===== config.mk =====
export PLATFORM = sky130hd
export DESIGN_NAME = smmm_cell
export DESIGN_NICKNAME = d
export VERILOG_FILES = /design/src/sv/smmm_pkg.sv /design/src/sv/smmm_cell.sv
export SDC_FILE = /design/constraint.sdc
export NUM_CORES = 1
export LEC_CHECK = 0
export BUFFER_PORTS_ARGS = -buffer_cell sky130_fd_sc_hd__buf_2
export CAP_MARGIN = 10
export CORE_UTILIZATION = 40
export CTS_CLUSTER_SIZE = 28
export DETAILED_ROUTE_END_ITERATION = 10
export PLACE_DENSITY = 0.79
export REMOVE_ABC_BUFFERS = 1
export SYNTH_ARGS = -nofsm -noshare
export SYNTH_HDL_FRONTEND = slang
export SYNTH_SLANG_ARGS = --single-unit

===== constraint.sdc =====
create_clock -name i_clk -period 2.5 [get_ports i_clk]
set_clock_uncertainty 0.15 [all_clocks]
set_input_delay 0.25 -clock i_clk [delete_from_list [all_inputs] [get_ports i_clk]]
set_output_delay 0.25 -clock i_clk [all_outputs]
set_load 0.01 [all_outputs]

===== src/sv/smmm_pkg.sv =====
// shared types and constants for the sample min/max/median core
package smmm_pkg;

    localparam int CAPACITY = 256;
    localparam int CNT_W    = $clog2(CAPACITY + 1);
    localparam int SAMPLE_W = 16;
    localparam int MED_W    = SAMPLE_W + 1;
    localparam int COUNT_W  = 9;
    // neighbor used for the second middle sample
    localparam int SECOND   = (CAPACITY > 1) ? 1 : 0;

    typedef logic signed [SAMPLE_W-1:0] t_sample;
    typedef logic signed [MED_W-1:0]    t_median;
    typedef logic [CNT_W-1:0]           t_count;

    typedef enum logic [0:0] {
        ST_FILL,
        ST_DRAIN
    } t_state;

    // control broadcast to every cell of the chain
    typedef struct packed {
        logic insert;
        logic shift;
    } t_cell_ctrl;

endpackage


===== src/sv/smmm_cell.sv =====
// one cell of the sorted insertion chain
module smmm_cell
    import smmm_pkg::*;
(
    input  logic       i_clk,
    input  t_cell_ctrl i_ctrl,
    input  t_sample    i_sample,
    input  logic       i_occ,
    input  t_sample    i_lower_val,
    input  logic       i_lower_goe,
    input  t_sample    i_upper_val,
    output t_sample    o_val,
    output logic       o_goe
);

    t_sample r_val;
    t_sample n_val;

    // empty or holding a larger value: this cell moves on insert
    assign o_goe = !i_occ || (r_val > i_sample);
    assign o_val = r_val;

    always_comb begin
        n_val = r_val;
        if (i_ctrl.insert) begin
            if (o_goe) begin
                n_val = i_lower_goe ? i_lower_val : i_sample;
            end
        end else if (i_ctrl.shift) begin
            n_val = i_upper_val;
        end
    end

    always_ff @(posedge i_clk) begin
        r_val <= n_val;
    end

endmodule


==> out/summary.txt <==
Mapped Area: 0.00129 mm²
clk_lat worst skew: 0.27 ns
tightest slew margin relative to the limit: 67.4%
power per cell area: 434 mW/mm²
Ys Warns: 0
met2 track demand over resource in global routing: 35.6%
highest clock rate: 403 MHz
accumulated negative setup slack: 0 ns
Initial Utilization: 42.4%
row count: 20
Hold Vio Cnt, Final: 0
clk sink count: 16
share of the yosys chip area belonging to registers: 37.1%
Primary FF master, synth: sky130_fd_sc_hd__edfxtp_1
number of flip-flops under the largest register name: 16
RSZ-0062 raised after global routing: true
Die Span Y: 58.9 µm
fraction of final layout cells with drive strength greater than 1: 42.9%
minimum clock period after layout: 2.48 ns
count of unique library cells instantiated by Yosys: 27
detail-routed net length per standard cell: 12.3 µm
min-delay worst type: input pin to flop
Die X-Extent: 58.9 µm
antenna violations before repair: 0
GRT met3 Usage: 1.98%
met1 routing resource usage after global routing: 20.6%
final layout net count: 274
ys async rst share: 0%
total power: 776 µW
post-route standard cell area excluding fillers: 0.00179 mm²
number of vias in the routed layout: 1196
Routability Congestion: 0.838
Hold Slack: 0.137 ns
actual transition at the worst max-transition pin: 0.489 ns
IO Pins: 70
via count of the first global-routing pass: 1194
WL final: 3030 µm
Finish-stage setup viols: 0
Detailed Routing Iterations Pass 1: 2
clock tree from TritonCTS: built
cell types with the largest area share after synthesis: sky130_fd_sc_hd__edfxtp_1, sky130_fd_sc_hd__ha_1, sky130_fd_sc_hd__mux2i_1
required time at the worst-slack endpoint: 2.10 ns
clock transition at the registers of the reported paths: 0.09 ns
Inserted Clock Buffers: 3
H-tree lvl count: 1
grt total ovfl: 0
dominant cell type by area after synthesis: sky130_fd_sc_hd__edfxtp_1
most common cell after layout, fill and taps aside: sky130_fd_sc_hd__buf_2
r2r setup slk: 0.11 ns
area fraction of the dominant cell type after synthesis: 37.1%
startpoint kind of the worst setup timing path: flop
number of synthesized register bits: 16
buffer levels on the longest clock path: 2
largest net degree at the start of global routing: 32
Mapped Avg Cell Area: 9.58 µm²
max-capacitance violation count: 0
Top Usage Layer GRT: met2
synthesized netlist cell count: 135
Critical Path Sink Type: primary output
die outline area: 0.00347 mm²
critical path start-end classification: flop to primary output
overall fraction of global-route tracks in use: 18.4%
CTS Root Cell: sky130_fd_sc_hd__clkbuf_4
# DRC: 0
via count normalized by instance count: 4.84
antenna-violating nets left: 0
setup repair bufs after CTS: 0
run status: finished, final reports clean
antenna diode count: 0
most frequent cells in the layout: sky130_fd_sc_hd__buf_2, sky130_fd_sc_hd__a21oi_1, sky130_fd_sc_hd__nor2_1
total cell area at the placement stage: 0.00167 mm²
area growth from synthesis to final layout: 38.3%
biggest fanout along the worst timing path: 3
max-slew violation total from the final report: 0
IO Port Bufs: 69
Core ar.: 0.00305 mm²
final worst path period share: 99.3%
EDFF count, synth: 16
maximum VDD drop: 0.207 mV
Layout fillers: 295
global-route wire length before repair: 4820 µm
static leakage power: 0.894 nW
# hold bufs at CTS: 0
violation count after the first detailed-routing iteration: 21
Critical Path AT: 2.08 ns
## timing repair
item                       CTS  global route
setup endpoints to repair    1            17
pin swaps                    2             6
resized for setup            6             7
## report_power, final
part           switching, mW  leakage [nW]  total [mW]  internal (mW)
sequential            0.0174         0.158       0.352          0.334
clock                 0.0742        0.0138       0.130         0.0557
combinational          0.154         0.722       0.295          0.140
## routing by layer
metal	wire length, µm	part of all wire [%]	up-vias
met5	0	0	-
met4	38	1.3	0
met3	153	5.0	2
met2	1580	52	37
met1	1270	42	535
li1	-	-	622
## cells by family after synthesis
logic type      synth area share, %
compound gates                 14.4
fa+ha+maj                      15.5
buf+inv                        8.03
flops                          37.1
mux                            12.4
simple gates                   12.6
## worst paths after layout
check,end,cells past startpoint,startpoint
min reg2reg,o_val[15]$_DFFE_PP_,5,o_val[14]$_DFFE_PP_
max,o_goe,7,o_val[7]$_DFFE_PP_
max reg2reg,o_val[3]$_DFFE_PP_,7,o_val[11]$_DFFE_PP_
min,o_val[5]$_DFFE_PP_,3,i_upper_val[5]
## cell type report
cell class | count | area, µm² | share of cell area, %
inverter | 18 | 67.6 | 3.78
multi-input combinational | 95 | 800 | 44.7
timing repair buffer | 71 | 364 | 20.3
sequential | 16 | 480 | 26.9
tap | 44 | 55.1 | 3.08
clock buffer | 3 | 22.5 | 1.26
## cell usage after synthesis (all sizes together) (2+ instances only)
cell type,instances
a21oi,21
nor2,19
inv,18
edfxtp,16
ha,16
mux2i,16
nand2,5
buf,4
nor3,3
clkbuf,2
nand4,2
o31ai,2
## metrics by stage
stage	std cells	setup slack [ns]	utilization, %
after global routing	247	-0.112	58.6
after floorplan	129	-0.0741	-
after global placement	244	0.131	54.8
after detailed placement	244	0.0557	54.8
final	247	0.0169	58.6
after CTS	247	0.00776	56.7
## critical path, stage by stage (launching register included)
cell and delay [ns]:
sky130_fd_sc_hd__edfxtp_1 0.45, sky130_fd_sc_hd__ha_4 0.30, sky130_fd_sc_hd__nand4_1 0.15, sky130_fd_sc_hd__a211oi_2 0.28
sky130_fd_sc_hd__o21ai_2 0.09, sky130_fd_sc_hd__and3_1 0.17, sky130_fd_sc_hd__o31ai_1 0.20, sky130_fd_sc_hd__buf_2 0.17
No activity file was read; power rests on OpenSTA's default activity.
